**src/rtl/dale_pkg.sv**
```systemverilog
// Shared constants and codes for the deduplicating array list engine.
// No dependencies.
`timescale 1ns / 1ps
package dale_pkg;
    localparam int CAPACITY    = 32;
    localparam int MAX_RESULTS = 32;
    localparam int AW          = $clog2(CAPACITY);
    localparam int CW          = $clog2(CAPACITY + 1);

    typedef enum logic [2:0] {
        KIND_APPEND  = 3'd0,
        KIND_INSERT  = 3'd1,
        KIND_FIND_L  = 3'd2,
        KIND_FIND_B  = 3'd3,
        KIND_DEL_AT  = 3'd4,
        KIND_DEL_VAL = 3'd5,
        KIND_SORT    = 3'd6,
        KIND_READ    = 3'd7
    } kind_t;

    typedef enum logic [2:0] {
        ST_OK         = 3'd0,
        ST_NOT_FOUND  = 3'd1,
        ST_FULL       = 3'd2,
        ST_BAD_POS    = 3'd3,
        ST_NOT_SORTED = 3'd4,
        ST_EMPTY      = 3'd5
    } status_t;

    // Signed compare of two keys.
    function automatic logic key_less(input logic [31:0] a, input logic [31:0] b);
        key_less = $signed(a) < $signed(b);
    endfunction
endpackage

```
**src/rtl/dale_mem.sv**
```systemverilog
// Entry storage for the list: one write port, one registered read port.
// Depends on dale_pkg.
`timescale 1ns / 1ps
module dale_mem
    import dale_pkg::*;
(
    input  logic          clk,
    input  logic          we,
    input  logic [AW-1:0] waddr,
    input  logic [31:0]   wdata,
    input  logic [AW-1:0] raddr,
    output logic [31:0]   rdata
);
    logic [31:0] mem [CAPACITY];

    always_ff @(posedge clk)
    begin
        if (we)
        begin
            mem[waddr] <= wdata;
        end
        rdata <= mem[raddr];
    end
endmodule

```
**src/rtl/deduplicating_array_list_engine_top.sv**
```systemverilog
// Top level of the deduplicating array list engine: sequencer around one
// entry memory. Depends on dale_pkg, dale_mem.
`timescale 1ns / 1ps
// Usage:
//   Input channel (in_valid/in_ready) carries kind, key, slot. Output
//   channel (out_valid/out_ready) carries status, found_slot, entry, fill,
//   last. One request is worked on at a time; in_ready is low meanwhile.
//   Every command gives one result except read list, which gives one per
//   entry (last marks the final one) or one "empty" result.
//   Each entry visited costs a read state and then a compare or write
//   state, as the entry memory has a registered read port. Append and
//   insert run a dedupe scan and then a shift; sort is a selection sort.
//   Reset clears count, sorted flag and control state; entries are
//   undefined until written and are never read beyond the count.
//   When the receiver stalls the result holds in the output register and
//   the sequencer waits; no result is lost.
module deduplicating_array_list_engine_top
    import dale_pkg::*;
(
    input  logic               clk,
    input  logic               rst_n,
    input  logic               in_valid,
    output logic               in_ready,
    input  logic [2:0]         kind,
    input  logic signed [31:0] key,
    input  logic [7:0]         slot,
    output logic               out_valid,
    input  logic               out_ready,
    output logic [2:0]         status,
    output logic [5:0]         found_slot,
    output logic signed [31:0] entry,
    output logic [5:0]         fill,
    output logic               last
);
    typedef enum logic [3:0] {
        S_IDLE, S_DISPATCH, S_LSCAN, S_LCHK, S_BPROBE, S_BCHK,
        S_DSHIFT_RD, S_DSHIFT_WR, S_ADD, S_ISHIFT_RD, S_ISHIFT_WR,
        S_SRD, S_SCHK, S_SSWAP, S_RD, S_OUT
    } state_t;

    typedef enum logic [2:0] {
        P_NONE, P_APPEND, P_INSERT, P_DELVAL, P_FIND
    } post_t;

    state_t            state_reg, state_next;
    post_t             post_reg, post_next;
    kind_t             kind_reg, kind_next;
    logic [31:0]       key_reg, key_next;
    logic [7:0]        slot_reg, slot_next;
    logic [CW-1:0]     fill_reg, fill_next;
    logic              sorted_reg, sorted_next;
    logic [CW-1:0]     i_reg, i_next;
    logic [CW-1:0]     j_reg, j_next;
    logic [CW-1:0]     m_reg, m_next;
    logic [CW:0]       lo_reg, lo_next, hi_reg, hi_next;
    logic [31:0]       hold_reg, hold_next;
    logic [31:0]       mval_reg, mval_next;
    logic              swap_ph_reg, swap_ph_next;
    logic [CW-1:0]     res_slot_reg, res_slot_next;
    logic              ov_reg, ov_next;
    logic [2:0]        st_reg, st_next;
    logic [5:0]        fs_reg, fs_next;
    logic [31:0]       en_reg, en_next;
    logic              last_reg, last_next;
    state_t            ret_reg, ret_next;

    logic              we;
    logic [AW-1:0]     waddr, raddr;
    logic [31:0]       wdata, rdata;
    logic [CW:0]       mid;

    dale_mem u_mem (
        .clk  (clk),
        .we   (we),
        .waddr(waddr),
        .wdata(wdata),
        .raddr(raddr),
        .rdata(rdata)
    );

    assign in_ready   = (state_reg == S_IDLE);
    assign out_valid  = ov_reg;
    assign status     = st_reg;
    assign found_slot = fs_reg;
    assign entry      = en_reg;
    assign fill       = 6'(fill_reg);
    assign last       = last_reg;
    assign mid        = (lo_reg + hi_reg) >> 1;

    always_comb
    begin
        state_next    = state_reg;
        post_next     = post_reg;
        kind_next     = kind_reg;
        key_next      = key_reg;
        slot_next     = slot_reg;
        fill_next     = fill_reg;
        sorted_next   = sorted_reg;
        i_next        = i_reg;
        j_next        = j_reg;
        m_next        = m_reg;
        lo_next       = lo_reg;
        hi_next       = hi_reg;
        hold_next     = hold_reg;
        mval_next     = mval_reg;
        swap_ph_next  = swap_ph_reg;
        res_slot_next = res_slot_reg;
        ov_next       = ov_reg;
        st_next       = st_reg;
        fs_next       = fs_reg;
        en_next       = en_reg;
        last_next     = last_reg;
        ret_next      = ret_reg;
        we            = 1'b0;
        waddr         = '0;
        wdata         = '0;
        raddr         = i_reg[AW-1:0];

        unique case (state_reg)
            S_IDLE:
            begin
                if (in_valid)
                begin
                    kind_next  = kind_t'(kind);
                    key_next   = key;
                    slot_next  = slot;
                    i_next     = '0;
                    state_next = S_DISPATCH;
                end
            end
            S_DISPATCH:
            begin
                st_next   = ST_OK;
                fs_next   = '0;
                en_next   = '0;
                last_next = 1'b1;
                ret_next  = S_IDLE;
                i_next    = '0;
                unique case (kind_reg)
                    KIND_APPEND, KIND_INSERT:
                    begin
                        if (fill_reg >= CW'(CAPACITY))
                        begin
                            st_next = ST_FULL;
                            state_next = S_OUT;
                        end
                        else
                        begin
                            post_next  = (kind_reg == KIND_APPEND) ? P_APPEND : P_INSERT;
                            state_next = S_LSCAN;
                        end
                    end
                    KIND_FIND_L:
                    begin
                        post_next  = P_FIND;
                        state_next = S_LSCAN;
                    end
                    KIND_FIND_B:
                    begin
                        if (!sorted_reg)
                        begin
                            st_next = ST_NOT_SORTED;
                            state_next = S_OUT;
                        end
                        else
                        begin
                            lo_next    = '0;
                            hi_next    = (CW+1)'(fill_reg);
                            state_next = S_BPROBE;
                        end
                    end
                    KIND_DEL_AT:
                    begin
                        if (fill_reg == '0)
                        begin
                            st_next = ST_EMPTY;
                            state_next = S_OUT;
                        end
                        else if (slot_reg == 8'd0 || slot_reg > 8'(fill_reg))
                        begin
                            st_next = ST_BAD_POS;
                            state_next = S_OUT;
                        end
                        else
                        begin
                            post_next     = P_NONE;
                            res_slot_next = CW'(slot_reg);
                            i_next        = CW'(slot_reg);
                            state_next    = S_DSHIFT_RD;
                        end
                    end
                    KIND_DEL_VAL:
                    begin
                        if (fill_reg == '0)
                        begin
                            st_next = ST_EMPTY;
                            state_next = S_OUT;
                        end
                        else
                        begin
                            post_next  = P_DELVAL;
                            state_next = S_LSCAN;
                        end
                    end
                    KIND_SORT:
                    begin
                        sorted_next  = 1'b1;
                        swap_ph_next = 1'b0;
                        state_next   = S_SRD;
                    end
                    KIND_READ:
                    begin
                        if (fill_reg == '0)
                        begin
                            st_next = ST_EMPTY;
                            state_next = S_OUT;
                        end
                        else
                        begin
                            state_next = S_RD;
                        end
                    end
                    default: state_next = S_IDLE;
                endcase
            end
            // Linear scan: issue read of entry i, then compare.
            S_LSCAN:
            begin
                if (i_reg >= fill_reg)
                begin
                    // not found
                    unique case (post_reg)
                        P_FIND, P_DELVAL:
                        begin
                            st_next = ST_NOT_FOUND;
                            state_next = S_OUT;
                        end
                        P_APPEND:
                        begin
                            state_next = S_ADD;
                        end
                        default:
                        begin
                            state_next = S_ADD;
                        end
                    endcase
                end
                else
                begin
                    raddr      = i_reg[AW-1:0];
                    state_next = S_LCHK;
                end
            end
            S_LCHK:
            begin
                if (rdata == key_reg)
                begin
                    unique case (post_reg)
                        P_FIND:
                        begin
                            fs_next = 6'(i_reg + 1'b1);
                            state_next = S_OUT;
                        end
                        default:
                        begin
                            res_slot_next = i_reg + 1'b1;
                            i_next        = i_reg + 1'b1;
                            state_next    = S_DSHIFT_RD;
                        end
                    endcase
                end
                else
                begin
                    i_next     = i_reg + 1'b1;
                    state_next = S_LSCAN;
                end
            end
            // Binary search over [lo, hi).
            S_BPROBE:
            begin
                if (lo_reg >= hi_reg)
                begin
                    st_next = ST_NOT_FOUND;
                    state_next = S_OUT;
                end
                else
                begin
                    raddr      = mid[AW-1:0];
                    state_next = S_BCHK;
                end
            end
            S_BCHK:
            begin
                if (rdata == key_reg)
                begin
                    fs_next = 6'(mid + 1'b1);
                    state_next = S_OUT;
                end
                else
                begin
                    if (key_less(key_reg, rdata))
                        hi_next = mid;
                    else
                        lo_next = mid + 1'b1;
                    state_next = S_BPROBE;
                end
            end
            // Remove at res_slot: move entries i..fill-1 down by one.
            S_DSHIFT_RD:
            begin
                if (i_reg >= fill_reg)
                begin
                    fill_next = fill_reg - 1'b1;
                    i_next    = '0;
                    unique case (post_reg)
                        P_APPEND, P_INSERT: state_next = S_ADD;
                        default:
                        begin
                            fs_next = 6'(res_slot_reg);
                            state_next = S_OUT;
                        end
                    endcase
                end
                else
                begin
                    raddr      = i_reg[AW-1:0];
                    state_next = S_DSHIFT_WR;
                end
            end
            S_DSHIFT_WR:
            begin
                we         = 1'b1;
                waddr      = AW'(i_reg - 1'b1);
                wdata      = rdata;
                i_next     = i_reg + 1'b1;
                state_next = S_DSHIFT_RD;
            end
            S_ADD:
            begin
                if (post_reg == P_APPEND)
                begin
                    we          = 1'b1;
                    waddr       = fill_reg[AW-1:0];
                    wdata       = key_reg;
                    fill_next   = fill_reg + 1'b1;
                    sorted_next = 1'b0;
                    fs_next     = 6'(fill_reg + 1'b1);
                    state_next  = S_OUT;
                end
                else if (slot_reg == 8'd0 || slot_reg > 8'(fill_reg) + 8'd1)
                begin
                    st_next    = ST_BAD_POS;
                    state_next = S_OUT;
                end
                else
                begin
                    i_next     = fill_reg;
                    state_next = S_ISHIFT_RD;
                end
            end
            // Open a hole at slot-1 by moving entries up from the top.
            S_ISHIFT_RD:
            begin
                if (i_reg < CW'(slot_reg))
                begin
                    we          = 1'b1;
                    waddr       = AW'(slot_reg - 8'd1);
                    wdata       = key_reg;
                    fill_next   = fill_reg + 1'b1;
                    sorted_next = 1'b0;
                    fs_next     = 6'(slot_reg);
                    state_next  = S_OUT;
                end
                else
                begin
                    raddr      = AW'(i_reg - 1'b1);
                    state_next = S_ISHIFT_WR;
                end
            end
            S_ISHIFT_WR:
            begin
                we         = 1'b1;
                waddr      = i_reg[AW-1:0];
                wdata      = rdata;
                i_next     = i_reg - 1'b1;
                state_next = S_ISHIFT_RD;
            end
            // Selection sort: i outer, j scan, m min index.
            S_SRD:
            begin
                if (i_reg + 1'b1 >= fill_reg || fill_reg == '0)
                begin
                    state_next = S_OUT;
                end
                else
                begin
                    raddr      = i_reg[AW-1:0];
                    m_next     = i_reg;
                    j_next     = i_reg;
                    state_next = S_SCHK;
                end
            end
            S_SCHK:
            begin
                // j_reg is the index whose data is on rdata now
                if (j_reg == i_reg || key_less(rdata, mval_reg))
                begin
                    mval_next = rdata;
                    m_next    = j_reg;
                end
                if (j_reg == i_reg)
                    hold_next = rdata;
                if (j_reg + 1'b1 < fill_reg)
                begin
                    raddr  = AW'(j_reg + 1'b1);
                    j_next = j_reg + 1'b1;
                end
                else
                begin
                    swap_ph_next = 1'b0;
                    state_next   = S_SSWAP;
                end
            end
            S_SSWAP:
            begin
                we = 1'b1;
                if (!swap_ph_reg)
                begin
                    waddr        = m_reg[AW-1:0];
                    wdata        = hold_reg;
                    swap_ph_next = 1'b1;
                end
                else
                begin
                    waddr      = i_reg[AW-1:0];
                    wdata      = mval_reg;
                    i_next     = i_reg + 1'b1;
                    state_next = S_SRD;
                end
            end
            // Read list: fetch entry i then present it.
            S_RD:
            begin
                raddr      = i_reg[AW-1:0];
                ret_next   = S_RD;
                state_next = S_OUT;
                ov_next    = 1'b0;
                // data is taken in S_OUT on the following cycle
            end
            S_OUT:
            begin
                if (!ov_reg)
                begin
                    ov_next = 1'b1;
                    if (kind_reg == KIND_READ && fill_reg != '0)
                    begin
                        st_next   = ST_OK;
                        fs_next   = 6'(i_reg + 1'b1);
                        en_next   = rdata;
                        last_next = (i_reg + 1'b1 == fill_reg)
                                    || (i_reg + 1'b1 == CW'(MAX_RESULTS));
                    end
                end
                else if (out_ready)
                begin
                    ov_next = 1'b0;
                    if (kind_reg == KIND_READ && !last_reg)
                    begin
                        i_next     = i_reg + 1'b1;
                        state_next = S_RD;
                    end
                    else
                    begin
                        state_next = S_IDLE;
                    end
                end
            end
            default: state_next = S_IDLE;
        endcase
    end

    always_ff @(posedge clk or negedge rst_n)
    begin
        if (!rst_n)
        begin
            state_reg   <= S_IDLE;
            fill_reg    <= '0;
            sorted_reg  <= 1'b0;
            ov_reg      <= 1'b0;
            post_reg    <= P_NONE;
            kind_reg    <= KIND_APPEND;
            ret_reg     <= S_IDLE;
            swap_ph_reg <= 1'b0;
        end
        else
        begin
            state_reg   <= state_next;
            fill_reg    <= fill_next;
            sorted_reg  <= sorted_next;
            ov_reg      <= ov_next;
            post_reg    <= post_next;
            kind_reg    <= kind_next;
            ret_reg     <= ret_next;
            swap_ph_reg <= swap_ph_next;
        end
    end

    always_ff @(posedge clk)
    begin
        key_reg      <= key_next;
        slot_reg     <= slot_next;
        i_reg        <= i_next;
        j_reg        <= j_next;
        m_reg        <= m_next;
        lo_reg       <= lo_next;
        hi_reg       <= hi_next;
        hold_reg     <= hold_next;
        mval_reg     <= mval_next;
        res_slot_reg <= res_slot_next;
        st_reg       <= st_next;
        fs_reg       <= fs_next;
        en_reg       <= en_next;
        last_reg     <= last_next;
    end

    // Output only while the sequencer sits in its result state.
    a_out_state: assert property (@(posedge clk) disable iff (!rst_n)
        out_valid |-> state_reg == S_OUT)
        else $error("result shown outside result state");
    a_fill_cap: assert property (@(posedge clk) disable iff (!rst_n)
        fill_reg <= CW'(CAPACITY))
        else $error("fill beyond capacity");
    a_no_accept_busy: assert property (@(posedge clk) disable iff (!rst_n)
        (state_reg != S_IDLE) |-> !in_ready)
        else $error("ready while busy");
    a_result_holds: assert property (@(posedge clk) disable iff (!rst_n)
        (out_valid && !out_ready) |=> out_valid && $stable(found_slot))
        else $error("stalled result changed");
endmodule

```
**config.mk**
```make
export PLATFORM = sky130hd
export DESIGN_NAME = deduplicating_array_list_engine_top
export DESIGN_NICKNAME = d
export VERILOG_FILES = /design/src/rtl/dale_pkg.sv /design/src/rtl/dale_mem.sv /design/src/rtl/deduplicating_array_list_engine_top.sv
export SDC_FILE = /design/constraint.sdc
export NUM_CORES = 2
export LEC_CHECK = 0
export BUFFER_PORTS_ARGS = -buffer_cell sky130_fd_sc_hd__buf_2
export CORE_MARGIN = 1.5
export CORE_UTILIZATION = 65
export DETAILED_ROUTE_END_ITERATION = 8
export GPL_TIMING_DRIVEN = 0
export PLACE_DENSITY = 0.89
export SLEW_MARGIN = 0
export SYNTH_ARGS = -nofsm -noshare
export SYNTH_HDL_FRONTEND = slang
export SYNTH_HIERARCHICAL = 1
export SYNTH_SLANG_ARGS = --single-unit
```
**constraint.sdc**
```tcl
create_clock -name clk -period 8.69 [get_ports clk]
set_clock_uncertainty 0.1 [all_clocks]
set_input_delay 0.869 -clock clk [delete_from_list [all_inputs] [get_ports clk]]
set_output_delay 0.869 -clock clk [all_outputs]
set_load 0.005 [all_outputs]
```
---- Yosys cells after proc, flatten, opt, wreduce, memory -nomap -nowiden ----
Memory sizes are Yosys's and may differ from the RTL's. A register that Yosys moved wholly into a read port is not among the register bits.
Cells that the tools add are included.
W data, S select, Z words.
word-level totals
  bits in latches ......................... 0
  memories ................................ 1
  output and inout port bits .............. 50
  word-level logic and storage cells ...... 284
  RAM bits ................................ 1024
  input bits .............................. 47
  register bits after elaboration ......... 202
  memory bits (read-only) ................. 0
memory list
  memory     depth  bits a word  read ports  clocked after Yosys merged registers in  wr ports  RTL line        RTL
  u_mem.mem  32     32           1           1                                        1         dale_mem.sv:14  logic [31:0] mem [CAPACITY];
cells by class
  equal/unequal tests ..................... 69
  muxes and demuxes ....................... 126
  reductions and logical operators ........ 48
  div/mod/pow operators ................... 0
  order comparisons ....................... 10
  $mul .................................... 0
  add/sub/neg operators ................... 9
  bitwise operators ....................... 0
  shifts and indexed selects .............. 0
operators by type and width
  kind                   count
  $mux W6                30
  $mux W32               5
  $pmux W32 S4           1
  $mux W4                17
  $ne A2 B2 Y1 const B   33
  $lt A32 B32 Y1         2
  $pmux W32 S2           1
  $pmux W4 S16           1
  $mux W3                19
  $mux W7                8
  $pmux W6 S9            1
  $pmux W6 S7            1
  $mux W5                7
  $eq A32 B32 Y1         1
  $eq A4 B4 Y1 const B   8
  $pmux W4 S7            1
  $pmux W7 S2            2
  $pmux W5 S5            1
  $pmux W3 S4            2
  $pmux W6 S2            2
  $reduce_and A10 Y1     2
  $add A6 B1 Y6 const B  3
  $pmux W6 S3            1
  $eq A4 B3 Y1 const B   4
  other kinds (48)       109

---- Longest topological paths before layout ----
  word-level depth ........................ 6
  depth in mapped cells ................... 19

---- Modules after synthesis ----
The synthesis kept the hierarchy.
modules (own cells, without submodules)
  module                               instances  cells an instance  sequential area each (um2)  area an instance (um2)
  dale_mem                             1          2260               31390.1                     40485.1
  deduplicating_array_list_engine_top  1          1193               5940.7                      12383.1

---- Worst setup path before layout ----
No wires, ideal clock.
  path type ............................... register to register
  start ................................... register fill_reg[0], in the netlist fill[0]
  end ..................................... register en_reg[0], in the netlist entry[0], enable pin
  setup time .............................. 0.469 ns
  data arrival time ....................... 4.061 ns
  stages on the path, launching flop included .. 9
  path slack .............................. 4.060 ns
  cell sequence ........................... dfrtp_1 buf_2 inv_1 ha_1 or3b_1 buf_6 nand2_4 or3_2 o21ai_0
between the ends
  word-level cells in the longest chain between the ends .. 4
RTL lines
  item                                RTL line                                    RTL
  start, declared                     deduplicating_array_list_engine_top.sv:50   logic [CW-1:0] fill_reg, fill_next;
  start signal, assigned              deduplicating_array_list_engine_top.sv:498  fill_reg <= fill_next;
  $reduce_bool A6 Y1                  deduplicating_array_list_engine_top.sv:455  if (kind_reg == KIND_READ && fill_reg != '0)
  $logic_and A1 B1 Y1                 deduplicating_array_list_engine_top.sv:455
  $ne A2 B2 Y1 (no source line)       -
  $reduce_and A3 Y1 (no source line)  -
  end signal, assigned                deduplicating_array_list_engine_top.sv:522  en_reg <= en_next;
  end, declared                       deduplicating_array_list_engine_top.sv:63   logic [31:0] en_reg, en_next;
Every way passes these cells.
A chain may end at the register's enable or synchronous reset.

---- Final worst setup path ----
  start ................................... register j_reg[0]
  end ..................................... register u_mem.rdata[11] (read register of u_mem.mem)
between the ends
  word-level cells in the longest chain between the ends .. 4
RTL lines
  item                    RTL line                                    RTL
  start, declared         deduplicating_array_list_engine_top.sv:53   logic [CW-1:0] j_reg, j_next;
  start signal, assigned  deduplicating_array_list_engine_top.sv:513  j_reg <= j_next;
  $add A6 B1 Y6 *         deduplicating_array_list_engine_top.sv:413  if (j_reg + 1'b1 < fill_reg)
  $lt A6 B6 Y1            deduplicating_array_list_engine_top.sv:413
  $mux W5 *               deduplicating_array_list_engine_top.sv:413
  $pmux W5 S3 *           deduplicating_array_list_engine_top.sv:119  unique case (state_reg)
  via raddr[2]            deduplicating_array_list_engine_top.sv:68   logic [AW-1:0] waddr, raddr;
  end, declared           dale_mem.sv:12                              output logic [31:0] rdata
The timed path passes the listed nets; every way through them passes the cells marked *.

==> qor_table.md <==
| Stage | Quantity | Reported |
| --- | --- | --- |
| clocking | CTS Buf Count | 116 |
| worst setup path | Worst path max stage delay | 0.72 ns |
| global routing | Total GRT Usage | 36.1% |
| worst setup path | Nature of the critical path startpoint | flop |
| route | Number of iterations in the first detailed-routing pass | 7 |
| route | Detailed-route wire length per cell | 30.9 um |
| route | Count of routing violations after the opening detailed-route iteration | 5075 |
| timing | Clock period minus worst slack | 5.91 ns |
| timing | Transition time at the pin with the least slew margin | 1.51 ns |
| worst setup path | Crit path from | j_reg[0] |
| worst setup path | Origin of the critical flop-to-flop path | j_reg[0] |
| die | Number of top-level pins | 97 |
| worst setup path | Endpoint of the most critical register-to-register path | u_mem/rdata[11] |
| timing | Final Hold Vio Count | 0 |
| die | Vertical die dimension | 288 um |
| finish | Post-layout net count | 3872 |
| global routing | Vias in the first global route | 33400 |
| worst setup path | Worst-case register-to-register setup slack | 2.78 ns |
| worst setup path | Number of buffers and inverters on the critical path | 2 |
| synthesis | Top cell type by total area after synthesis | edfxtp_1 |
| global routing | Grt ovf | 0 |
| synthesis | Fraction of synthesis flops using an asynchronous set or reset pin | 1.51% |
| synthesis | Number of flip-flops and latches in the synthesized netlist | 1257 |
| run | Max capacitance violation total | 3 |
| worst setup path | Delay-heaviest family, CP | compound AO/OA/AOI/OAI gates |
| timing | Max Freq | 0.169 GHz |
| finish | Growth of design area from synthesis to finish | 12.3% |
| die | Placeable core region | 80500 um2 |
| clocking | Clock root cell | clkbuf_16 |
| worst setup path | Number of logic stages on the critical path including buffering | 17 |
| placement | Weighted congestion reported at the end of routability-driven placement | 0.971 |
| outcome | Failing checks | max-capacitance violations, max-slew violations |
| worst setup path | Top fanout value on the critical path | 10 |
| die | Starting density of the core | 65.6% |
| die | Die Wd | 288 um |
| finish | Max reg flops | 1024 |
| timing | Aggregate negative setup slack | 0 ns |
| worst setup path | Capturing instance or port of the critical path | u_mem/rdata[11] |
| clocking | Cts repair resizes | 0 |
| route | ANT nets after route | 0 |
| synthesis | Area of the mapped netlist | 52900 um2 |
| worst setup path | Sort of element at the end of the critical path | flop |
| timing | Number of pins with negative max-slew slack in the final report | 33 |
| route | DRT Wirelength | 150000 um |
| finish | Largest register by flop count | u_mem/mem |
| global routing | Maximum number of pins on one net before global-route repair | 35 |
| synthesis | Yosys warns | 6 |
| outcome | Outcome | finished with violations |
| clocking | TritonCTS clock tree | yes |
| route | DRC errors left | 0 |
| clocking | Clock tree buffer depth | 3 |
| worst setup path | Data required time of the worst path | 9.07 ns |
| timing | Unrepaired setup endpoints after global routing | no |
| placement | HPWL after DPL | 95800 um |
| timing | Final setup violation count | 0 |
| worst setup path | Category of the most critical setup path | reg -> reg |
| finish | Proportion of layout cells with a drive suffix above 1 | 11.8% |
| die | Total Die Area | 83100 um2 |
| worst setup path | Worst R2R Path Depth | 17 |
| clocking | Clock H-tree levels | 3 |
| worst hold path | Class of the most critical hold timing path | in -> async |
| synthesis | Area share of the largest cell type after synthesis | 68.5% |
| synthesis | Fraction of the yosys area taken by sequential cells | 70.6% |
| global routing | Initial antenna violation count | 5 |
| route | Post-DR vias/cell | 6.97 |
| synthesis | Cell count after synthesis | 3453 |
| clocking | Post-CTS Setup Bufs | 0 |
| synthesis | Primary flip-flop cell chosen by synthesis mapping | edfxtp_1 |
| synthesis | Post-synthesis net count | 3620 |
| die | Number of rows created at floorplan | 104 |
| synthesis | Largest cells by area after synthesis | edfxtp_1 (69%), mux2i_1 (10%), ha_1 (2.8%) |
| clocking | Clock-pin slew on the worst setup and hold paths | 0.07 ns |
| synthesis | Post-synth EDFFs | 1206 |
| worst setup path | Cell with the largest stage delay on the worst path | a31oi_1 |
| route | Via count | 33900 |
| placement | Port Buffers | 96 |
| worst setup path | Critical Path, Cell by Cell | ha_1 -> xor2_1 -> ha_1 -> o21a_1 -> o21ai_0 -> o21bai_1 -> nor3b_1 -> nor2_1 -> or4_4 -> a221o_1 -> nor2_1 -> buf_2 -> clkbuf_1 -> a22o_1 -> nor3_1 -> a31oi_1 -> nand3_1 |
| global routing | Global-route wire length before repair | 217000 um |
| synthesis | Synth unique cells | 74 |
| clocking | CTS sink cnt | 1257 |
| synthesis | Post-synthesis area per instance | 15.3 um2 |
| clocking | Source-to-sink clock delay at the later pin of the worst-skew pair | 0.72 ns |
| timing | Period utilization | 68.0% |
| clocking | Hold buffer count at cts | 0 |
| timing | Max transition margin | -0.716% |
| worst setup path | Data arrival time of the worst path | 6.29 ns |
worst reg2reg max path, cell delays in order, from the launching register on:
cell and delay [ns]:
edfxtp_1 0.50, ha_1 0.28, xor2_1 0.28, ha_1 0.29, o21a_1 0.18, o21ai_0 0.14
o21bai_1 0.14, nor3b_1 0.21, nor2_1 0.07, or4_4 0.46, a221o_1 0.45, nor2_1 0.23
buf_2 0.33, clkbuf_1 0.58, a22o_1 0.27, nor3_1 0.06, a31oi_1 0.72, nand3_1 0.39
routing by layer:
metal	wire (um)	GRT usage, %	part of all wire (%)
met1	50000	44.4	33
met2	71300	59.1	48
met3	18200	8.18	12
met4	10500	21.4	7.0
met5	57	0	0.038
worst min path at each step:
stage                          from            to  cells after the start
global route                  rst_n    sorted_reg                      1
finish                        rst_n    sorted_reg                      1
global placement     u_mem/rdata[1]   hold_reg[1]                      0
floorplan           u_mem/rdata[10]  hold_reg[10]                      0
detailed placement   u_mem/rdata[2]   mval_reg[2]                      0
CTS                           rst_n    sorted_reg                      1
per-stage QoR:
step | std cells | instance area, um2 | utilization, % | worst slack (ns) | hold WS [ns]
global placement | 4609 | 54700 | 67.9 | 2.12 | 0.402
CTS | 4855 | 59300 | 73.6 | 2.94 | 0.0342
floorplan | 3453 | 52900 | - | 4.06 | 0.374
global route | 4859 | 59400 | 73.7 | 2.74 | 0.0602
finish | 4861 | 59400 | 73.7 | 2.78 | 0.0361
detailed placement | 4643 | 55600 | 69.0 | 3.03 | 0.418
logic make-up after synthesis:
group           Yosys count  share of synthesized area, %
flops                  1257                          70.6
fa+ha+maj               120                          2.85
buf+inv                 281                          2.62
simple gates            637                          5.56
compound gates          573                          7.37
mux                     546                          10.3
xor+xnor                 39                         0.646
synth_stat cells, types with 32 or more instances:
cell,number
clkbuf_1,73
edfxtp_1,1206
nand2_1,192
ha_1,119
nor2_1,157
a221o_1,36
nand3_1,127
a22o_1,66
o21ai_0,68
a22oi_1,105
inv_1,107
a21oi_1,161
mux2i_1,544
buf_2,33
nor3_1,58
buf_4,36
a31oi_1,42
dfxtp_1,32
placed cells by master, fill, tap and decap left out, drive strengths merged, types with 21 or more instances in the layout:
cell type and count:
a21oi 161, a221o 40, a22o 66, a22oi 105, a31oi 42, buf 229
clkbuf 224, clkinv 50, dfxtp 32, edfxtp 1206, ha 119, inv 112
mux2i 544, nand2 193, nand3 127, nor2 158, nor3 59, o21ai 69
xnor2 21
final cells by class:
class / count / area [um2]
repair buffers: 134 / 1260
well taps: 1060 / 1330
inverters: 108 / 405
flip-flops and latches: 1257 / 37300
clock buffers: 146 / 3060
clock inverters: 66 / 596
fillers: 4412 / 21200
multi-input cells: 1915 / 14400
diodes: 2 / 5.00
plain buffers: 173 / 978
Power is left out: the tool's default activity adds up to more than one toggle a clock period on the data nets, which glitch-free logic cannot reach.
